--- config.mk ---
export PLATFORM = sky130hd
export DESIGN_NAME = arm_halfword_signed_transfer
export DESIGN_NICKNAME = d
export VERILOG_FILES = /design/src/rtl/ahst_pkg.sv /design/src/rtl/arm_halfword_signed_transfer.sv /design/src/rtl/ahst_front.sv /design/src/rtl/ahst_queue.sv /design/src/rtl/ahst_back.sv
export VERILOG_INCLUDE_DIRS = /design/src /design/src/rtl
export SDC_FILE = /design/constraint.sdc
export NUM_CORES = 1
export LEC_CHECK = 0
export BUFFER_PORTS_ARGS = -buffer_cell sky130_fd_sc_hd__buf_4
export CAP_MARGIN = 20
export CORE_MARGIN = 2
export CORE_UTILIZATION = 37
export DETAILED_ROUTE_END_ITERATION = 7
export HOLD_SLACK_MARGIN = 0.1
export PLACE_DENSITY = 0.6
export SYNTH_ARGS = -nofsm -noshare
export SYNTH_HDL_FRONTEND = slang
export SYNTH_SLANG_ARGS = --single-unit
--- constraint.sdc ---
create_clock -name clock -period 15.8 [get_ports clock]
set_clock_uncertainty 0.15 [all_clocks]
set_input_delay 3.16 -clock clock [delete_from_list [all_inputs] [get_ports clock]]
set_output_delay 3.16 -clock clock [all_outputs]
set_load 0.05 [all_outputs]
--- src/rtl/arm_halfword_signed_transfer_macros.svh ---
// Assertion helpers for the halfword transfer block.
`ifndef ARM_HALFWORD_SIGNED_TRANSFER_MACROS_SVH
`define ARM_HALFWORD_SIGNED_TRANSFER_MACROS_SVH

// Same-cycle implication, disabled during reset.
`define AHST_ASSERT_NOW(label, clk, rst, ante, cons) \
   label: assert property (@(posedge clk) disable iff (rst) (ante) |-> (cons)) \
      else $error("ahst: same-cycle check failed");

// Next-cycle implication, disabled during reset.
`define AHST_ASSERT_NEXT(label, clk, rst, ante, cons) \
   label: assert property (@(posedge clk) disable iff (rst) (ante) |=> (cons)) \
      else $error("ahst: next-cycle check failed");

`endif

--- src/rtl/ahst_pkg.sv ---
package ahst_pkg;

   // Input item kinds
   typedef enum logic {
      REQ_ISSUE = 1'b0,
      REQ_DATA  = 1'b1
   } req_kind_type;

   // Result kinds
   typedef enum logic [1:0] {
      KIND_READ  = 2'd0,
      KIND_WRITE = 2'd1,
      KIND_REG   = 2'd2
   } result_kind_type;

   // Opcode bit positions
   localparam int unsigned BIT_PRE  = 24;
   localparam int unsigned BIT_UP   = 23;
   localparam int unsigned BIT_IMM  = 22;
   localparam int unsigned BIT_WB   = 21;
   localparam int unsigned BIT_LOAD = 20;
   localparam int unsigned BIT_SGN  = 6;
   localparam int unsigned BIT_HALF = 5;

   // One classified command: a first result, plus an optional base writeback
   typedef struct packed {
      result_kind_type kind;
      logic            size;
      logic [31:0]     addr;
      logic [31:0]     data;
      logic [3:0]      reg_idx;
      logic            has_wb;
      logic [31:0]     wb_value;
      logic [3:0]      wb_idx;
   } cmd_type;

endpackage

--- src/rtl/arm_halfword_signed_transfer.sv ---
// Halfword and signed data transfer execute unit (LDRH/STRH/LDRSB/LDRSH).
// Input queue side: push/full. An item is either an instruction issue
// (req_type low: opcode plus base, offset and source register values) or
// a bus read data return (req_type high: req_read_data).
// Result queue side: empty/pop. The oldest result sits on the rsp_ ports
// while empty is low; rsp_last marks the final result of an input item.
// A store gives a bus write and, if enabled, a base register write. A load
// gives a bus read; its register write (and deferred base writeback)
// follows the later data return. A data return with no load pending
// gives nothing.
// The first result of an item is visible in the cycle after its
// transfer when no older result is waiting.
// Throughput: one input item per cycle while the command queue
// (QueueDepth entries) has room; results leave at one per cycle while
// pop is high, so an item with two results takes two pops to drain.
// A stalled result side fills the queue, then full rises and holds inputs.
// Reset clears the queue, the result phase and the pending-load flag.
module arm_halfword_signed_transfer #(
   parameter int unsigned QueueDepth = 4
) (
   input  logic        clock,
   input  logic        reset,
   input  logic        push,
   output logic        full,
   input  logic        req_type,
   input  logic [31:0] req_opcode,
   input  logic [31:0] req_base_value,
   input  logic [31:0] req_offset_reg_value,
   input  logic [31:0] req_source_value,
   input  logic [15:0] req_read_data,
   output logic        empty,
   input  logic        pop,
   output logic [1:0]  rsp_result_kind,
   output logic        rsp_access_size,
   output logic [31:0] rsp_target_address,
   output logic [31:0] rsp_payload,
   output logic [3:0]  rsp_reg_index,
   output logic        rsp_last
);
   import ahst_pkg::*;

   `include "arm_halfword_signed_transfer_macros.svh"

   logic    accept;
   logic    cmd_valid;
   cmd_type cmd;
   cmd_type head;
   logic    q_empty;
   logic    q_pop;
   logic    rsp_xfer;
   logic    rsp_is_read;
   logic    rsp_is_reg;

   assign accept = push && !full;

   // Front: decode, address, pending load
   ahst_front u_front (
      .clock                (clock),
      .reset                (reset),
      .accept               (accept),
      .req_type             (req_type),
      .req_opcode           (req_opcode),
      .req_base_value       (req_base_value),
      .req_offset_reg_value (req_offset_reg_value),
      .req_source_value     (req_source_value),
      .req_read_data        (req_read_data),
      .cmd_valid            (cmd_valid),
      .cmd                  (cmd)
   );

   // Command queue between front and back
   ahst_queue #(
      .Depth (QueueDepth)
   ) u_queue (
      .clock   (clock),
      .reset   (reset),
      .wr_en   (accept && cmd_valid),
      .wr_data (cmd),
      .rd_en   (q_pop),
      .rd_data (head),
      .full    (full),
      .empty   (q_empty)
   );

   // Back: serialize results
   ahst_back u_back (
      .clock              (clock),
      .reset              (reset),
      .head               (head),
      .q_empty            (q_empty),
      .q_pop              (q_pop),
      .pop                (pop),
      .empty              (empty),
      .rsp_result_kind    (rsp_result_kind),
      .rsp_access_size    (rsp_access_size),
      .rsp_target_address (rsp_target_address),
      .rsp_payload        (rsp_payload),
      .rsp_reg_index      (rsp_reg_index),
      .rsp_last           (rsp_last)
   );

   // Checks
   assign rsp_xfer    = pop && !empty;
   assign rsp_is_read = (rsp_result_kind == KIND_READ);
   assign rsp_is_reg  = (rsp_result_kind == KIND_REG);

   `AHST_ASSERT_NOW(a_full_not_empty, clock, reset, full, !empty)
   `AHST_ASSERT_NOW(a_read_is_last, clock, reset, !empty && rsp_is_read, rsp_last)
   `AHST_ASSERT_NEXT(a_wb_follows, clock, reset, rsp_xfer && !rsp_last, !empty && rsp_is_reg && rsp_last)

endmodule

--- src/rtl/ahst_front.sv ---
module ahst_front (
   input  logic            clock,
   input  logic            reset,
   input  logic            accept,
   input  logic            req_type,
   input  logic [31:0]     req_opcode,
   input  logic [31:0]     req_base_value,
   input  logic [31:0]     req_offset_reg_value,
   input  logic [31:0]     req_source_value,
   input  logic [15:0]     req_read_data,
   output logic            cmd_valid,
   output ahst_pkg::cmd_type cmd
);
   import ahst_pkg::*;

   // Pending load state
   logic        load_pending_ff, load_pending_in;
   logic        pend_wb_ff, pend_wb_in;
   logic [3:0]  pend_dest_ff;
   logic        pend_half_ff;
   logic        pend_sgn_ff;
   logic        pend_odd_ff;
   logic [3:0]  pend_base_idx_ff;
   logic [31:0] pend_base_addr_ff;

   // Opcode fields
   logic        pre, up, imm, wbit, ld, sgn, half;
   logic [3:0]  rn, rd;
   logic [31:0] off, stepped, addr;
   logic        wb;
   logic [31:0] load_val;
   logic [15:0] d;

   assign pre  = req_opcode[BIT_PRE];
   assign up   = req_opcode[BIT_UP];
   assign imm  = req_opcode[BIT_IMM];
   assign wbit = req_opcode[BIT_WB];
   assign ld   = req_opcode[BIT_LOAD];
   assign sgn  = req_opcode[BIT_SGN];
   assign half = req_opcode[BIT_HALF];
   assign rn   = req_opcode[19:16];
   assign rd   = req_opcode[15:12];

   // Address generation
   assign off     = imm ? {24'h0, req_opcode[11:8], req_opcode[3:0]} : req_offset_reg_value;
   assign stepped = up ? (req_base_value + off) : (req_base_value - off);
   assign addr    = pre ? stepped : req_base_value;
   assign wb      = (!pre || wbit) && !(ld && (rd == rn));

   // Load data alignment and extension
   assign d = req_read_data;
   always_comb begin
      if (pend_half_ff) begin
         if (pend_sgn_ff)
            load_val = pend_odd_ff ? {{24{d[15]}}, d[15:8]} : {{16{d[15]}}, d};
         else if (pend_odd_ff)
            load_val = {d[7:0], 16'h0, d[15:8]};
         else
            load_val = {16'h0, d};
      end else begin
         load_val = pend_sgn_ff ? {{24{d[7]}}, d[7:0]} : {24'h0, d[7:0]};
      end
   end

   // Classify the item into a command
   always_comb begin
      cmd             = '0;
      cmd_valid       = 1'b0;
      load_pending_in = load_pending_ff;
      pend_wb_in      = pend_wb_ff;
      if (req_type == REQ_DATA) begin
         cmd_valid    = load_pending_ff;
         cmd.kind     = KIND_REG;
         cmd.data     = load_val;
         cmd.reg_idx  = pend_dest_ff;
         cmd.has_wb   = pend_wb_ff;
         cmd.wb_value = pend_base_addr_ff;
         cmd.wb_idx   = pend_base_idx_ff;
         if (load_pending_ff) begin
            load_pending_in = 1'b0;
            pend_wb_in      = 1'b0;
         end
      end else begin
         cmd_valid = 1'b1;
         cmd.size  = half;
         cmd.addr  = addr;
         if (ld) begin
            cmd.kind        = KIND_READ;
            load_pending_in = 1'b1;
            pend_wb_in      = wb;
         end else begin
            cmd.kind        = KIND_WRITE;
            cmd.data        = half ? {16'h0, req_source_value[15:0]}
                                   : {24'h0, req_source_value[7:0]};
            cmd.has_wb      = wb;
            cmd.wb_value    = stepped;
            cmd.wb_idx      = rn;
            load_pending_in = 1'b0;
            pend_wb_in      = 1'b0;
         end
      end
   end

   // Control state
   always_ff @(posedge clock) begin
      if (reset) begin
         load_pending_ff <= 1'b0;
         pend_wb_ff      <= 1'b0;
      end else if (accept) begin
         load_pending_ff <= load_pending_in;
         pend_wb_ff      <= pend_wb_in;
      end
   end

   // Load context, captured on each load issue
   always_ff @(posedge clock) begin
      if (accept && (req_type == REQ_ISSUE) && ld) begin
         pend_dest_ff      <= rd;
         pend_half_ff      <= half;
         pend_sgn_ff       <= sgn;
         pend_odd_ff       <= addr[0];
         pend_base_idx_ff  <= rn;
         pend_base_addr_ff <= stepped;
      end
   end

endmodule

--- src/rtl/ahst_queue.sv ---
module ahst_queue #(
   parameter int unsigned Depth = 4
) (
   input  logic              clock,
   input  logic              reset,
   input  logic              wr_en,
   input  ahst_pkg::cmd_type wr_data,
   input  logic              rd_en,
   output ahst_pkg::cmd_type rd_data,
   output logic              full,
   output logic              empty
);
   import ahst_pkg::*;

   localparam int unsigned PtrW = (Depth > 1) ? $clog2(Depth) : 1;
   localparam int unsigned CntW = $clog2(Depth + 1);

   cmd_type          mem_ff [Depth];
   logic [PtrW-1:0]  wr_ptr_ff, wr_ptr_in;
   logic [PtrW-1:0]  rd_ptr_ff, rd_ptr_in;
   logic [CntW-1:0]  count_ff, count_in;
   logic             do_wr, do_rd;

   assign full    = (count_ff == CntW'(Depth));
   assign empty   = (count_ff == '0);
   assign do_wr   = wr_en && !full;
   assign do_rd   = rd_en && !empty;
   assign rd_data = mem_ff[rd_ptr_ff];

   // Pointer and count update
   always_comb begin
      wr_ptr_in = wr_ptr_ff;
      rd_ptr_in = rd_ptr_ff;
      count_in  = count_ff;
      if (do_wr)
         wr_ptr_in = (wr_ptr_ff == PtrW'(Depth - 1)) ? '0 : wr_ptr_ff + 1'b1;
      if (do_rd)
         rd_ptr_in = (rd_ptr_ff == PtrW'(Depth - 1)) ? '0 : rd_ptr_ff + 1'b1;
      if (do_wr && !do_rd)
         count_in = count_ff + 1'b1;
      else if (do_rd && !do_wr)
         count_in = count_ff - 1'b1;
   end

   always_ff @(posedge clock) begin
      if (reset) begin
         wr_ptr_ff <= '0;
         rd_ptr_ff <= '0;
         count_ff  <= '0;
      end else begin
         wr_ptr_ff <= wr_ptr_in;
         rd_ptr_ff <= rd_ptr_in;
         count_ff  <= count_in;
      end
   end

   // Storage
   always_ff @(posedge clock) begin
      if (do_wr)
         mem_ff[wr_ptr_ff] <= wr_data;
   end

endmodule

--- src/rtl/ahst_back.sv ---
module ahst_back (
   input  logic              clock,
   input  logic              reset,
   input  ahst_pkg::cmd_type head,
   input  logic              q_empty,
   output logic              q_pop,
   input  logic              pop,
   output logic              empty,
   output logic [1:0]        rsp_result_kind,
   output logic              rsp_access_size,
   output logic [31:0]       rsp_target_address,
   output logic [31:0]       rsp_payload,
   output logic [3:0]        rsp_reg_index,
   output logic              rsp_last
);
   import ahst_pkg::*;

   // Low: first result of the head command; high: its base writeback
   logic phase_ff, phase_in;
   logic xfer;

   assign empty = q_empty;
   assign xfer  = pop && !q_empty;

   // Result select
   always_comb begin
      if (phase_ff) begin
         rsp_result_kind    = KIND_REG;
         rsp_access_size    = 1'b0;
         rsp_target_address = '0;
         rsp_payload        = head.wb_value;
         rsp_reg_index      = head.wb_idx;
         rsp_last           = 1'b1;
      end else begin
         rsp_result_kind    = head.kind;
         rsp_access_size    = head.size;
         rsp_target_address = head.addr;
         rsp_payload        = head.data;
         rsp_reg_index      = head.reg_idx;
         rsp_last           = !head.has_wb;
      end
   end

   // Advance through the command's results
   always_comb begin
      phase_in = phase_ff;
      q_pop    = 1'b0;
      if (xfer) begin
         if (!phase_ff && head.has_wb) begin
            phase_in = 1'b1;
         end else begin
            phase_in = 1'b0;
            q_pop    = 1'b1;
         end
      end
   end

   always_ff @(posedge clock) begin
      if (reset)
         phase_ff <= 1'b0;
      else
         phase_ff <= phase_in;
   end

endmodule
=== Word level (Yosys, flattened, before mapping) ===
Memory sizes are Yosys's and may differ from the RTL's. A register that Yosys moved wholly into a read port is not among the register bits.
Cells that the tools add are included.

* Memories kept: 1
* RAM bits: 432
* Bits in registers: 53
* Output and inout bits: 74
* Input bits: 149
* Word-level logic and storage cells: 89

* Reductions and logical operators: 24
* Bitwise logic cells: 1
* $add $sub $neg: 6
* Muxes and demuxes: 40
* Eq/ne operators: 5

{| class="wikitable"
|+ Memories
! name !! words !! width !! rd ports !! clocked after Yosys merged registers in !! wr ports !! line !! RTL
|-
| u_queue.mem_ff || 4 || 108 || 1 || 1 || 1 || ahst_queue.sv:18 || <nowiki>cmd_type mem_ff [Depth];</nowiki>
|}

{| class="wikitable"
|+ Operators with widths
! operator !! number
|-
| $mux 32 || 11
|-
| $mux 37 || 2
|-
| $mux 33 || 1
|-
| $add 32x32->32 || 1
|-
| $sub 32x32->32 || 1
|-
| $mux 16 || 1
|-
| $mux 15 || 1
|-
| $mux 1 || 14
|-
| $logic_and 1x1->1 || 12
|-
| $mux 2 || 6
|-
| $logic_not 1->1 || 8
|-
| $mux 4 || 2
|-
| $mux 3 || 2
|-
| $add 2x1->2 const B || 2
|-
| $eq 2x2->1 const B || 2
|-
| $eq 4x4->1 || 1
|-
| $add 3x1->3 const B || 1
|-
| $eq 3x3->1 const B || 1
|-
| $logic_not 3->1 || 1
|-
| $sub 3x1->3 const B || 1
|-
| $ne 2x1->1 const B || 1
|-
| $reduce_and 2->1 || 1
|-
| $reduce_bool 2->1 || 1
|-
| $logic_or 1x1->1 || 1
|-
| $not 1->1 || 1
|}

=== Logic depth before layout (Yosys ltp) ===
* Depth in word-level cells: 9
* Mapped depth: 20
* Gate-level depth less buffers: 16

=== Cells and area by module ===
Synthesis repeated with hierarchy kept, for this count alone.

* Cell total of the unflattened synthesis: 1415
* Area total of the unflattened synthesis: 22442.8 µm²

{| class="wikitable"
|+ Modules (own cells, without submodules)
! module !! sequential area each (µm²) !! instances !! cells each !! area an instance (µm²)
|-
| ahst_queue || 13152.6 || 1 || 614 || 16014.1
|-
| ahst_front || 1331.3 || 1 || 712 || 5611.6
|-
| ahst_back || 20.0 || 1 || 87 || 802.0
|-
| arm_halfword_signed_transfer || 0.0 || 1 || 2 || 15.0
|}

=== Least setup slack after synthesis ===
No wires, ideal clock.

* Kind: input to register
* From: input req_opcode[22]
* To: memory u_queue.mem_ff[0][32] (netlist name), data pin
* Arrival: 7.394 ns
* Required time: 15.372 ns
* Stages: 17
* Path buffers: 4
* Setup time: 0.278 ns
* Slack: 7.978 ns
* Cells stage by stage: buf_2 buf_4 clkbuf_1 clkbuf_1 mux2i_1 ha_1 o21ai_1 nor4_4 a31oi_1 xnor2_1 ha_1 nand2_1 or4_1 nor3_1 o21ai_1 and3_1 or3_1

{| class="wikitable"
|+ RTL lines
! item !! line !! RTL
|-
| start, declared || arm_halfword_signed_transfer.sv:26 || <nowiki>input logic [31:0] req_opcode,</nowiki>
|-
| end, declared || ahst_queue.sv:18 ||
|}

==> out/qor.csv <==
stage,metric,value,unit
clocking,insertion_delay,570,ps
sta,fin_crit_sh,48.1,%
sta,hold_viol_final,0,
grt,grt_usage,17.8,%
cells_and_area,drive_gt1_share,25.6,%
sta,maxSlewViolCount,0,
routing,first_iter_violations,998,
routing,via_per_inst,5.38,
pwr,power.internal,2460,uW
placement,portBuffers,197,
sta,rsz0062_at_grt,no,
sta,setup_viol,0,
sta,max_freq,131,MHz
sta,tightest_slew,1090,ps
critical_path,cp-end-kind,register,
cells_and_area,insertedDiodeCount,0,
synthesis,netlist-cell-type-count,79,
critical_path,crit_type,primary input to register,
clocking,clock_path_buffers,3,
floorplan,rows,88,
critical_path,arrival,7670,ps
cells_and_area,layout.nets,1863,
clocking,cts_max_level,2,
cells_and_area,fillers,5223,
pwr,comb_power_share,30.2,%
synthesis,synth_area,21800,sq um
clocking,cts_setup_buffers,0,
sta,timing.final.crit_period,7610,ps
clocking,cts-root-buf,clkbuf_16,
critical_path,required,15870,ps
floorplan,core-area,58000,sq um
pwr,p_leak,0.00890,uW
floorplan,chipHeight,247,um
floorplan,die_w,247,um
synthesis,yosysTopAreaCellShare,61.6,%
synthesis,synthArstFlopShare,0,%
clocking,clkSlewWorstSetupHoldPaths,60,ps
placement,dp_slack,7700,ps
pwr,seqPwrFrac,40.9,%
clocking,cts-resized-gates,0,
sta,slew-limit-headroom,27.5,%
synthesis,synth.area.top_cells,"edfxtp_1 (62%), mux4_2 (10%), ha_1 (2.6%)",
synthesis,ys_ff_latch,459,
routing,dr.pass1.iters,4,
routing,ant_nets,0,
pwr,p_per_area,143,nW/um^2
synthesis,synth-edff-count,447,
clocking,cts_made_buffers,48,
outcome,run_status,completed,
pwr,switching_power,1190,uW
pwr,pwr-share-clk,28.9,%
floorplan,dieArea,60900,sq um
grt,grt_pass1_vias,12900,
synthesis,avgSynthCellArea,14.7,sq um
routing,drcViolationCount,0,
synthesis,seq_area_frac_synth,62.7,%
synthesis,synth_most_common_cell,edfxtp_1,
job,cap_violations,0,
grt,grt_max_degree,68,
sta,layout_setup_ws,8190,ps
placement,dpl.hpwl,36900,um
grt,grt_pass1_wl,81100,um
synthesis,synth_commonest_cells,"edfxtp_1 (447), nand2_1 (103), mux4_2 (101)",
synthesis,syn_inst,1484,
pwr,vdd_drop_max,82.5,uV
grt,grt_antenna_before_repair,0,
pwr,swShare,32.6,%
clocking,cts_hold_buffers,0,
critical_path,cp_max_fo,34,
critical_path,critPathLaunchType,primary input,
clocking,cts_tree,built,
clocking,cts.sinks,459,
cells_and_area,area_delta_synth_final,17.0,%
routing,routed_wl,54600,um
placement,place_congestion,0.916,
floorplan,io_pins,223,
worst_hold_path,hold_class,register to register,
grt,grt_overflow,0,
cells_and_area,utilization,44.0,%
synthesis,synth_nets,1680,
synthesis,yosysTopAreaCell,edfxtp_1,
synthesis,yosys_warnings,0,
synthesis,ys.flop_type,edfxtp_1,
routing,via_count,13300,
routing,avgRoutedWirePerCell,22.1,um
pwr,total_power,3650,uW
sta,tns,0,ps
floorplan,start_util,37.6,%
[registers in the layout, summed over array words and instances, names as in the netlist, named ones only]
| name | count |
|---|---|
| u_front.pend_half_ff | 1 |
| u_queue.count_ff | 3 |
| u_back.phase_ff | 1 |
| u_queue.rd_ptr_ff | 2 |
| u_front.pend_dest_ff | 4 |
| u_front.pend_wb_ff | 1 |
| u_queue.wr_ptr_ff | 2 |
| u_front.load_pending_ff | 1 |
| u_queue.mem_ff | 404 |
| u_front.pend_odd_ff | 1 |
| u_front.pend_base_idx_ff | 4 |
| u_front.pend_base_addr_ff | 32 |
| u_front.pend_sgn_ff | 1 |
[final cells by class]
class                           instances  area [sq um]  area share [%]
Sequential cell                       459         13700            53.6
Multi-Input combinational cell        904          7680            30.1
Timing Repair Buffer                  211          1580            6.21
Clock buffer                           64          1310            5.15
Tap cell                              765           957            3.75
Inverter                               43           161           0.632
Clock inverter                         21           151           0.593
[layer usage]
layer,share of wire [%],GRT usage [%],vias to the layer above
li1,-,-,6157
met1,46,25.6,6691
met2,47,28.4,380
met3,5.3,3.21,52
met4,1.4,3.76,0
met5,0,0,-
[power groups by stage]
stage          clock (uW)  combinational [uW]  sequential [uW]
3_3_place_gp            0                1100             1510
5_1_grt              1130                1170             1500
3_5_place_dp            0                1110             1520
2_1_floorplan           0                 788             1490
4_1_cts              1080                1110             1490
6_report             1050                1100             1490
[placed cells by master, fill, tap and decap left out, types with 45 or more instances in the layout]
cell type / synthesis / final
nand2_1: 103 / 103
buf_4: 1 / 211
mux4_2: 101 / 101
nor2b_1: 47 / 47
a21oi_1: 67 / 67
o21ai_0: 49 / 49
edfxtp_1: 447 / 447
clkbuf_16: 0 / 50
ha_1: 45 / 45
nor2_1: 91 / 91
[kinds of logic (layout without fill, tap and decap cells)]
logic type / after synthesis / in the layout / synth area share, %
AND/OR/NAND/NOR: 383 / 383 / 8.94
adder cells (fa/ha/maj): 47 / 47 / 2.77
multiplexers: 157 / 157 / 13.2
flip-flops: 459 / 459 / 62.7
AO/OA/AOI/OAI: 272 / 272 / 8.46
buffers and inverters: 121 / 339 / 2.19
XOR/XNOR: 45 / 45 / 1.81
[critical path, cell delays in order]
cell and delay (ps):
buf_4 310, inv_1 420, a2bb2oi_1 290, nor3_1 380, nor2_1 190, nor2_2 320
a31oi_1 80, o21a_1 160, ha_1 420, nand2_1 230, nor2_1 70, a211oi_1 420
o21ai_0 160, a22o_1 220, xnor2_1 460, o22ai_1 360
[stage by stage]
step,instances,hold WS [ps],area [sq um]
finish,2467,328,25500
global route,2467,361,25500
CTS,2467,326,25500
detailed placement,2382,316,24100
global placement,2382,312,24100
floorplan,1484,301,21800
[final timing paths]
check	from	to	slack, ps	depth (start not counted)
hold / removal	u_front.pend_wb_ff	u_front.pend_wb_ff	330	2
setup reg to reg	u_queue.count_ff[0]	u_queue.mem_ff[0][21]	12200	6
setup / recovery	req_opcode[22]	u_queue.mem_ff[1][104]	8190	16
hold reg to reg	u_front.pend_wb_ff	u_front.pend_wb_ff	330	2
(Power assumes the default switching activity.)
